==> src/hdl/mmml_pkg.sv <==
// Package with the shared types, constants and helpers of the min/max/mean logger.
package mmml_pkg;

  localparam int CHANNELS    = 4;
  localparam int SAMPLE_BITS = 16;
  localparam int COUNT_BITS  = 32;
  localparam int STORE_BITS  = 48;
  localparam int CH_BITS     = 2;
  localparam int MODE_BITS   = 2;
  localparam int ADDR_BITS   = 2;
  localparam int DATA_BITS   = 32;

  localparam logic [MODE_BITS-1:0] MODE_INST = 2'd0;
  localparam logic [MODE_BITS-1:0] MODE_MIN  = 2'd1;
  localparam logic [MODE_BITS-1:0] MODE_MAX  = 2'd2;
  localparam logic [MODE_BITS-1:0] MODE_MEAN = 2'd3;

  localparam logic FUNC_SAMPLE = 1'b0;
  localparam logic FUNC_READ   = 1'b1;

  localparam logic [ADDR_BITS-1:0] ADDR_AGG_MODE = 2'd0;

  localparam logic signed [STORE_BITS:0] SAT_HI =
    (STORE_BITS+1)'((64'd1 << (SAMPLE_BITS-1)) - 64'd1);
  localparam logic signed [STORE_BITS:0] SAT_LO = ~SAT_HI;

  typedef struct packed {
    logic                          func;
    logic signed [SAMPLE_BITS-1:0] sample_ch0;
    logic signed [SAMPLE_BITS-1:0] sample_ch1;
    logic signed [SAMPLE_BITS-1:0] sample_ch2;
    logic signed [SAMPLE_BITS-1:0] sample_ch3;
    logic [CH_BITS-1:0]            read_channel;
  } in_item_t;

  typedef struct packed {
    logic signed [SAMPLE_BITS-1:0] read_value;
    logic                          invalid;
    logic [COUNT_BITS-1:0]         window_samples;
  } out_item_t;

  typedef struct packed {
    logic take;
    logic div_start;
    logic out_load_div;
  } ctrl_cmd_t;

  typedef struct packed {
    logic is_read;
    logic needs_div;
    logic out_free;
    logic div_done;
  } dp_status_t;

  function automatic logic signed [SAMPLE_BITS-1:0] sat_sample(
    input logic signed [STORE_BITS:0] v
  );
    logic signed [SAMPLE_BITS-1:0] r;
    if (v > SAT_HI) begin
      r = SAT_HI[SAMPLE_BITS-1:0];
    end else if (v < SAT_LO) begin
      r = SAT_LO[SAMPLE_BITS-1:0];
    end else begin
      r = v[SAMPLE_BITS-1:0];
    end
    return r;
  endfunction

endpackage

==> src/hdl/multichannel_min_max_mean_logger.sv <==
// Top level of the four-channel windowed min/max/mean logger with its register port.
// A sample beat and a non-mean read need no division; a read result is registered and shows
// in the cycle after acceptance. A mean read of a non-empty window runs the one-bit-per-cycle
// divider; its result is loaded into the output register when the divider is done and the
// output is free, and no beat is taken meanwhile.
// Synchronous active-low reset clears the stores, counters, mode and output valid.
module multichannel_min_max_mean_logger (
  input  logic                                 clk,
  input  logic                                 rst_n,
  input  logic                                 in_valid,
  output logic                                 in_stall,
  input  mmml_pkg::in_item_t                   in_data,
  output logic                                 out_valid,
  input  logic                                 out_stall,
  output mmml_pkg::out_item_t                  out_data,
  input  logic                                 cfg_psel,
  input  logic                                 cfg_penable,
  input  logic                                 cfg_pwrite,
  input  logic [mmml_pkg::ADDR_BITS-1:0]       cfg_paddr,
  input  logic [mmml_pkg::DATA_BITS-1:0]       cfg_pwdata,
  output logic [mmml_pkg::DATA_BITS-1:0]       cfg_prdata,
  output logic                                 cfg_pready
);

  logic [mmml_pkg::MODE_BITS-1:0] mode_r, mode_nxt;
  mmml_pkg::ctrl_cmd_t  cmd;
  mmml_pkg::dp_status_t status;

  assign cfg_pready = 1'b1;

  always_comb begin
    mode_nxt = mode_r;
    if (cfg_psel && cfg_penable && cfg_pwrite && cfg_paddr == mmml_pkg::ADDR_AGG_MODE) begin
      mode_nxt = cfg_pwdata[mmml_pkg::MODE_BITS-1:0];
    end
  end

  always_ff @(posedge clk) begin
    if (!rst_n) begin
      mode_r <= mmml_pkg::MODE_INST;
    end else begin
      mode_r <= mode_nxt;
    end
  end

  assign cfg_prdata = (cfg_paddr == mmml_pkg::ADDR_AGG_MODE) ?
                      mmml_pkg::DATA_BITS'(mode_r) : '0;

  mmml_ctrl u_ctrl (
    .clk      (clk),
    .rst_n    (rst_n),
    .in_valid (in_valid),
    .in_stall (in_stall),
    .status   (status),
    .cmd      (cmd)
  );

  mmml_datapath u_dp (
    .clk       (clk),
    .rst_n     (rst_n),
    .mode      (mode_r),
    .in_data   (in_data),
    .out_stall (out_stall),
    .out_valid (out_valid),
    .out_data  (out_data),
    .cmd       (cmd),
    .status    (status)
  );

endmodule

==> src/hdl/mmml_div.sv <==
// Iterative signed-by-unsigned divider, one quotient bit per cycle, truncating toward zero.
module mmml_div (
  input  logic                                  clk,
  input  logic                                  rst_n,
  input  logic                                  start,
  input  logic signed [mmml_pkg::STORE_BITS-1:0] dividend,
  input  logic [mmml_pkg::COUNT_BITS-1:0]       divisor,
  output logic                                  done,
  output logic signed [mmml_pkg::STORE_BITS:0]  quotient
);

  localparam int SB = mmml_pkg::STORE_BITS;
  localparam int CB = mmml_pkg::COUNT_BITS;
  localparam int CNT_BITS = $clog2(SB);
  localparam logic [CNT_BITS-1:0] DIV_LAST = CNT_BITS'(SB - 1);

  logic          busy_r, busy_nxt;
  logic          done_r, done_nxt;
  logic          neg_r, neg_nxt;
  logic [SB-1:0] q_r, q_nxt;
  logic [CB-1:0] rem_r, rem_nxt;
  logic [CB-1:0] dvs_r, dvs_nxt;
  logic [CNT_BITS-1:0] cnt_r, cnt_nxt;
  logic [CB:0]   rem_sh;
  logic [CB:0]   diff;
  logic          ge;

  assign rem_sh = {rem_r, q_r[SB-1]};
  assign diff   = rem_sh - {1'b0, dvs_r};
  assign ge     = rem_sh >= {1'b0, dvs_r};

  always_comb begin
    busy_nxt = busy_r;
    done_nxt = done_r;
    neg_nxt  = neg_r;
    q_nxt    = q_r;
    rem_nxt  = rem_r;
    dvs_nxt  = dvs_r;
    cnt_nxt  = cnt_r;
    if (start) begin
      busy_nxt = 1'b1;
      done_nxt = 1'b0;
      neg_nxt  = dividend[SB-1];
      q_nxt    = dividend[SB-1] ? SB'(-dividend) : SB'(dividend);
      rem_nxt  = '0;
      dvs_nxt  = divisor;
      cnt_nxt  = '0;
    end else if (busy_r) begin
      q_nxt   = {q_r[SB-2:0], ge};
      rem_nxt = ge ? diff[CB-1:0] : rem_sh[CB-1:0];
      cnt_nxt = cnt_r + 1'b1;
      if (cnt_r == DIV_LAST) begin
        busy_nxt = 1'b0;
        done_nxt = 1'b1;
      end
    end
  end

  always_ff @(posedge clk) begin
    if (!rst_n) begin
      busy_r <= 1'b0;
      done_r <= 1'b0;
      cnt_r  <= '0;
    end else begin
      busy_r <= busy_nxt;
      done_r <= done_nxt;
      cnt_r  <= cnt_nxt;
    end
    neg_r <= neg_nxt;
    q_r   <= q_nxt;
    rem_r <= rem_nxt;
    dvs_r <= dvs_nxt;
  end

  assign done     = done_r;
  assign quotient = neg_r ? -$signed({1'b0, q_r}) : $signed({1'b0, q_r});

endmodule

==> src/hdl/mmml_datapath.sv <==
// Datapath: channel stores, window counters, divider and output register.
module mmml_datapath (
  input  logic                            clk,
  input  logic                            rst_n,
  input  logic [mmml_pkg::MODE_BITS-1:0]  mode,
  input  mmml_pkg::in_item_t              in_data,
  input  logic                            out_stall,
  output logic                            out_valid,
  output mmml_pkg::out_item_t             out_data,
  input  mmml_pkg::ctrl_cmd_t             cmd,
  output mmml_pkg::dp_status_t            status
);

  localparam int NCH = mmml_pkg::CHANNELS;
  localparam int SB  = mmml_pkg::STORE_BITS;
  localparam int CB  = mmml_pkg::COUNT_BITS;
  localparam logic [mmml_pkg::CH_BITS-1:0] CH_LAST = mmml_pkg::CH_BITS'(NCH - 1);

  logic signed [SB-1:0] store_r [NCH];
  logic signed [SB-1:0] store_nxt [NCH];
  logic signed [SB-1:0] s_ext [NCH];
  logic [CB-1:0]        count_r, count_nxt;
  logic [CB-1:0]        latched_r, latched_nxt;
  logic                 out_valid_r, out_valid_nxt;
  mmml_pkg::out_item_t  out_r, out_nxt;
  logic [mmml_pkg::CH_BITS-1:0] ch;
  logic                 ch_ok;
  logic                 is_read;
  logic                 needs_div;
  logic                 direct_load;
  logic                 div_done;
  logic signed [SB:0]   div_q;

  assign ch      = in_data.read_channel;
  assign ch_ok   = 32'(ch) < NCH;
  assign is_read = in_data.func == mmml_pkg::FUNC_READ;
  assign needs_div = is_read && ch_ok && (mode == mmml_pkg::MODE_MEAN) && (count_r != '0);
  assign direct_load = cmd.take && is_read && !needs_div;

  assign s_ext[0] = SB'(in_data.sample_ch0);
  assign s_ext[1] = SB'(in_data.sample_ch1);
  assign s_ext[2] = SB'(in_data.sample_ch2);
  assign s_ext[3] = SB'(in_data.sample_ch3);

  mmml_div u_div (
    .clk      (clk),
    .rst_n    (rst_n),
    .start    (cmd.div_start),
    .dividend (store_r[ch]),
    .divisor  (count_r),
    .done     (div_done),
    .quotient (div_q)
  );

  always_comb begin
    store_nxt     = store_r;
    count_nxt     = count_r;
    latched_nxt   = latched_r;
    out_nxt       = out_r;
    out_valid_nxt = out_valid_r && out_stall;
    if (cmd.take) begin
      if (!is_read) begin
        for (int i = 0; i < NCH; i++) begin
          case (mode)
            mmml_pkg::MODE_INST: begin
              store_nxt[i] = s_ext[i];
            end
            mmml_pkg::MODE_MIN: begin
              if (count_r == '0 || s_ext[i] < store_r[i]) store_nxt[i] = s_ext[i];
            end
            mmml_pkg::MODE_MAX: begin
              if (count_r == '0 || s_ext[i] > store_r[i]) store_nxt[i] = s_ext[i];
            end
            default: begin
              store_nxt[i] = store_r[i] + s_ext[i];
            end
          endcase
        end
        if (count_r != '1) count_nxt = count_r + 1'b1;
      end else if (ch_ok) begin
        if (mode != mmml_pkg::MODE_MEAN || count_r != '0) begin
          if (mode == mmml_pkg::MODE_MEAN) store_nxt[ch] = '0;
          if (ch == CH_LAST) begin
            latched_nxt = count_r;
            count_nxt   = '0;
          end
        end
      end
    end
    if (direct_load) begin
      out_valid_nxt          = 1'b1;
      out_nxt.window_samples = latched_nxt;
      out_nxt.invalid        = ch_ok && (mode == mmml_pkg::MODE_MEAN);
      if (ch_ok && mode != mmml_pkg::MODE_MEAN) begin
        out_nxt.read_value = mmml_pkg::sat_sample({store_r[ch][SB-1], store_r[ch]});
      end else begin
        out_nxt.read_value = '0;
      end
    end
    if (cmd.out_load_div) begin
      out_valid_nxt          = 1'b1;
      out_nxt.window_samples = latched_r;
      out_nxt.invalid        = 1'b0;
      out_nxt.read_value     = mmml_pkg::sat_sample(div_q);
    end
  end

  always_ff @(posedge clk) begin
    if (!rst_n) begin
      for (int i = 0; i < NCH; i++) begin
        store_r[i] <= '0;
      end
      count_r     <= '0;
      latched_r   <= '0;
      out_valid_r <= 1'b0;
    end else begin
      store_r     <= store_nxt;
      count_r     <= count_nxt;
      latched_r   <= latched_nxt;
      out_valid_r <= out_valid_nxt;
    end
    out_r <= out_nxt;
  end

  assign out_valid = out_valid_r;
  assign out_data  = out_r;

  assign status.is_read   = is_read;
  assign status.needs_div = needs_div;
  assign status.out_free  = !out_valid_r || !out_stall;
  assign status.div_done  = div_done;

endmodule

==> src/hdl/mmml_ctrl.sv <==
// Controller: accepts beats and sequences the mean division and its result load.
module mmml_ctrl (
  input  logic                 clk,
  input  logic                 rst_n,
  input  logic                 in_valid,
  output logic                 in_stall,
  input  mmml_pkg::dp_status_t status,
  output mmml_pkg::ctrl_cmd_t  cmd
);

  localparam logic ST_IDLE = 1'b0;
  localparam logic ST_DIV  = 1'b1;

  logic state_r, state_nxt;

  assign in_stall = (state_r != ST_IDLE) || (status.is_read && !status.out_free);

  always_comb begin
    state_nxt        = state_r;
    cmd.take         = 1'b0;
    cmd.div_start    = 1'b0;
    cmd.out_load_div = 1'b0;
    case (state_r)
      ST_IDLE: begin
        cmd.take = in_valid && !in_stall;
        if (cmd.take && status.needs_div) begin
          cmd.div_start = 1'b1;
          state_nxt     = ST_DIV;
        end
      end
      ST_DIV: begin
        if (status.div_done && status.out_free) begin
          cmd.out_load_div = 1'b1;
          state_nxt        = ST_IDLE;
        end
      end
      default: begin
        state_nxt = ST_IDLE;
      end
    endcase
  end

  always_ff @(posedge clk) begin
    if (!rst_n) begin
      state_r <= ST_IDLE;
    end else begin
      state_r <= state_nxt;
    end
  end

`ifndef SYNTHESIS
  a_div_blocks_input: assert property (@(posedge clk) disable iff (!rst_n)
    (state_r == ST_DIV) |-> in_stall)
    else $error("Input accepted during division.");

  a_load_after_done: assert property (@(posedge clk) disable iff (!rst_n)
    cmd.out_load_div |-> (status.div_done && status.out_free))
    else $error("Division result loaded too early.");

  a_start_enters_div: assert property (@(posedge clk) disable iff (!rst_n)
    cmd.div_start |=> (state_r == ST_DIV) && !status.div_done)
    else $error("Division start did not take effect.");
`endif

endmodule

==> config.mk <==
export PLATFORM = sky130hd
export DESIGN_NAME = multichannel_min_max_mean_logger
export DESIGN_NICKNAME = d
export VERILOG_FILES = /design/src/hdl/mmml_pkg.sv /design/src/hdl/multichannel_min_max_mean_logger.sv /design/src/hdl/mmml_div.sv /design/src/hdl/mmml_datapath.sv /design/src/hdl/mmml_ctrl.sv
export SDC_FILE = /design/constraint.sdc
export NUM_CORES = 2
export LEC_CHECK = 0
export BUFFER_PORTS_ARGS = -buffer_cell sky130_fd_sc_hd__clkbuf_2
export CAP_MARGIN = 20
export CORE_MARGIN = 2
export CORE_UTILIZATION = 50
export CTS_CLUSTER_DIAMETER = 50
export DETAILED_ROUTE_END_ITERATION = 12
export PLACE_DENSITY = 0.67
export SYNTH_ARGS = -nofsm -noshare
export SYNTH_HDL_FRONTEND = slang
export SYNTH_HIERARCHICAL = 1
export SYNTH_SLANG_ARGS = --single-unit
==> constraint.sdc <==
create_clock -name clk -period 6.5 [get_ports clk]
set_input_delay 0.975 -clock clk [delete_from_list [all_inputs] [get_ports clk]]
set_output_delay 0.975 -clock clk [all_outputs]
set_load 0.02 [all_outputs]
==> flow_metrics.py <==
metrics = {
    "timing": {
        "maxSlewHeadroom": 0.244,
        "tightestPinTransition_ns": 1.13,
        "final_period_minus_worst_setup_slack_ns": 5.37,
        "rsz0062_at_grt": "no",
        "worst_clock_skew_ns": 0.0488,
        "timing_max_transition_violations_final": 0,
        "layout_setup_ws_ns": 1.13,
        "timing.final.crit_share": 0.826,
        "setup_viol_count_final": 0,
        "timing.fmax_mhz": 186,
        "fin_tns_setup_ns": 0,
        "timing.final.hold_violations": 0,
    },
    "pwr": {
        "ir_drop_mv": 0.232,
        "post-layout-total-power_uw": 8490,
        "total_leakage_power_uw": 0.0170,
        "power_density_nw_per_um2": 194,
    },
    "synth": {
        "synth.area.top_cells": "dfxtp_1 15%, ha_1 13%, edfxtp_1 9.6%, a21oi_1 6.7%, nor2_1 4.7%",
        "part_of_the_yosys_area_used_for_sequential_elements": 0.245,
        "ys_dominant_reg_cell": "dfxtp_1",
        "synth-seq-cells": 430,
        "syn_inst": 5202,
        "post_synth.cell_area_avg_um2": 7.77,
        "synth_enable_flop_cells": 129,
        "synth_top_area_share": 0.149,
        "async_reset_ff_frac": 0,
        "synth-warning-count": 6,
        "top_count_cell_post_synth": "a21oi_1",
        "ys_types": 115,
        "synth_area_leader_cell": "dfxtp_1",
        "netlist_area_um2": 40400,
        "ys_top_cells_by_count": "543 x a21oi_1, 503 x nor2_1, 431 x nand2_1",
    },
    "die": {
        "die_h_um": 288,
        "core.rowCount": 104,
        "initial_utilization": 0.503,
        "i_o_pin_cnt": 192,
        "floorplan.die_area_um2": 83100,
        "chipWidth_um": 288,
        "design.core.area_um2": 80300,
    },
    "critical_path": {
        "critical_path.reg2reg.startpoint": "u_dp/u_div/q_r[9]",
        "worstSetupEndpointType": "flop",
        "worst_reg_to_reg_path_cell_count": 13,
        "path_max_fanout": 15,
        "critical_path_required_ns": 6.96,
        "worst_ep_arrival_time_ns": 5.83,
        "critPathLaunchType": "flop",
        "register_to_register_setup_slack_ns": 1.13,
        "timing.setup.critical_path_class": "flop to flop",
        "timing.rr.end": "u_dp/out_data[46]",
    },
    "clocking": {
        "post-cts-setup-buffer-count": 0,
        "cts_num_sinks": 430,
        "clock_tree.buffer_depth": 3,
        "ctsHtreeMaxLevel": 2,
        "clk_pin_slew_ns": 0.06,
        "clock_insertion_delay_worst_skew_ns": 0.68,
        "hold_buffers": 0,
        "ctsResizeCount": 0,
        "cts_root_buffer": "clkbuf_16",
        "tritoncts": "done",
        "numCtsBuffers": 59,
    },
    "grt": {
        "via_count_of_the_first_global_routing_pass": 36200,
        "pin_count_of_the_biggest_net_entering_global_routing": 100,
        "total_routing_usage_gr": 0.314,
        "grt_pass1_wl_mm": 206,
        "global_route.overflow_total": 0,
        "grt_antenna_before_repair": 3,
    },
    "placed_design": {
        "preCtsSetupSlack_ns": 0.952,
        "hpwl_mm": 103,
        "numPortBuffers": 130,
        "finalWeightedCongestion": 0.973,
    },
    "routing": {
        "drt-total-wl_mm": 135,
        "detail_route.iter0.violations": 3819,
        "route.detailed.drc": 0,
        "num_vias": 39100,
        "avgViaCountPerCell": 6.21,
        "postRouteAntennaNets": 0,
        "detail_route.wl_per_cell_um": 21.4,
        "firstDrtPassIters": 6,
    },
    "run": {
        "max_cap_viol_count": 0,
    },
    "hold_path": {
        "hold_depth": 2,
        "worstHoldPathType": "flop to flop",
        "min_from": "u_dp/latched_r[19]",
        "min_delay_worst_endpoint": "u_dp/latched_r[19]",
    },
    "finish": {
        "final_net_count": 5716,
        "layout.core_utilization": 0.545,
        "syn_to_final_growth_pct": 8.32,
        "final_layout_size_suffix_gt1_frac": 0.0867,
    },
    "outcome": {
        "outcome": "complete, no violations",
    },
}
-- cell usage in the layout, fill, tap and decap left out, drive strengths merged, types with 24 or more instances in the layout --
cell and instances:
ha 417, mux2i 24, o21ai 359, nand4 93, xnor2 215, o31ai 78, mux4 48, or3 43
a311oi 27, o41ai 27, conb 31, o22ai 33, nand2 431, nor3 97, nor2b 51, or4 33
clkbuf 199, nor4 102, a211oi 43, dfxtp 301, nand2b 36, o21bai 73, a21o 49, xor2 82
a22oi 56, o211ai 47, a31oi 51, a22o 33, and3 34, edfxtp 129, inv 442, nor2 505
a21oi 546, nand3 78, buf 87
-- routing by layer --
layer / wire length, um / vias to the layer above / GRT usage
li1: - / 18700 / -
met5: 0 / - / 0
met1: 58700 / 18600 / 0.425
met2: 60700 / 1455 / 0.507
met4: 5600 / 0 / 0.124
met3: 9690 / 292 / 0.0401
-- sequential cells by signal, indices dropped and copies added, names as in the netlist --
signal,flops
u_dp/u_div/neg_r,1
u_dp/u_div/done,1
u_dp/out_data,49
u_dp/u_div/q_r,48
u_dp/u_div/rem_r,32
u_ctrl/state_r,1
u_dp/store_r,192
u_dp/out_valid,1
u_dp/count_r,32
u_dp/u_div/cnt_r,6
u_dp/u_div/busy_r,1
u_dp/u_div/dvs_r,32
u_dp/latched_r,32
mode_r,2
-- layout make-up --
type / count / area, um2
fill: 7619 / 36500
multi-input combinational: 4051 / 27600
sequential: 430 / 9900
inverter: 430 / 1620
clock buffer: 72 / 1570
timing repair buffer: 214 / 1340
tap: 1060 / 1330
clock inverter: 40 / 433
antenna: 1 / 2.50
-- per-stage QoR --
| step | instance area, um2 | hold WS (ns) | instances |
|---|---|---|---|
| after detailed placement | 41700 | 0.446 | 6181 |
| after global placement | 41700 | 0.442 | 6180 |
| final | 43800 | 0.454 | 6298 |
| after CTS | 43700 | 0.455 | 6293 |
| after floorplan | 40500 | 0.406 | 5231 |
| after global routing | 43800 | 0.470 | 6297 |
-- cell families after synthesis --
logic type	after synthesis	synth area share
AOI/OAI and AO/OA	1639	0.260
xor gates and xnor gates	297	0.0644
adders and majority gates	422	0.132
buffers and inverters	750	0.0764
DFF	430	0.245
muxes	77	0.0341
other	2	0.000186
and+or+nand+nor	1585	0.189
-- where the power goes --
| group | internal (uW) | total (uW) | switching (uW) |
|---|---|---|---|
| clock network | 1910 | 3310 | 1390 |
| logic | 775 | 2190 | 1410 |
| registers | 2850 | 3000 | 144 |
| total | 5540 | 8490 | 2950 |
-- worst max-delay path: stages, from the launching register on --
cell       delay [ns]
edfxtp_1         0.44
or4_4            0.57
or4_4            0.47
nand4bb_4        0.26
nand2b_4         0.17
or4_4            0.44
or3_1            0.56
o31ai_2          0.30
xnor2_1          0.18
nand4_1          0.16
or4_1            0.49
o31a_1           0.30
nand2b_1         0.45
o22ai_1          0.37
-- how the worst max path moves through the flow --
stage / from / endpoint / slack (ns) / cells after the start
after floorplan: in_data[1] / u_dp/u_div/q_r[45] / 0.84 / 14
after global placement: in_data[33] / u_dp/store_r[59] / 0.98 / 16
after detailed placement: in_data[33] / u_dp/store_r[53] / 0.95 / 16
after CTS: u_dp/u_div/q_r[5] / u_dp/out_data[46] / 1.12 / 13
after global routing: u_dp/u_div/q_r[5] / u_dp/out_data[46] / 0.82 / 13
final: u_dp/u_div/q_r[9] / u_dp/out_data[46] / 1.13 / 13
Note: power is estimated with default switching activity, not from simulation.
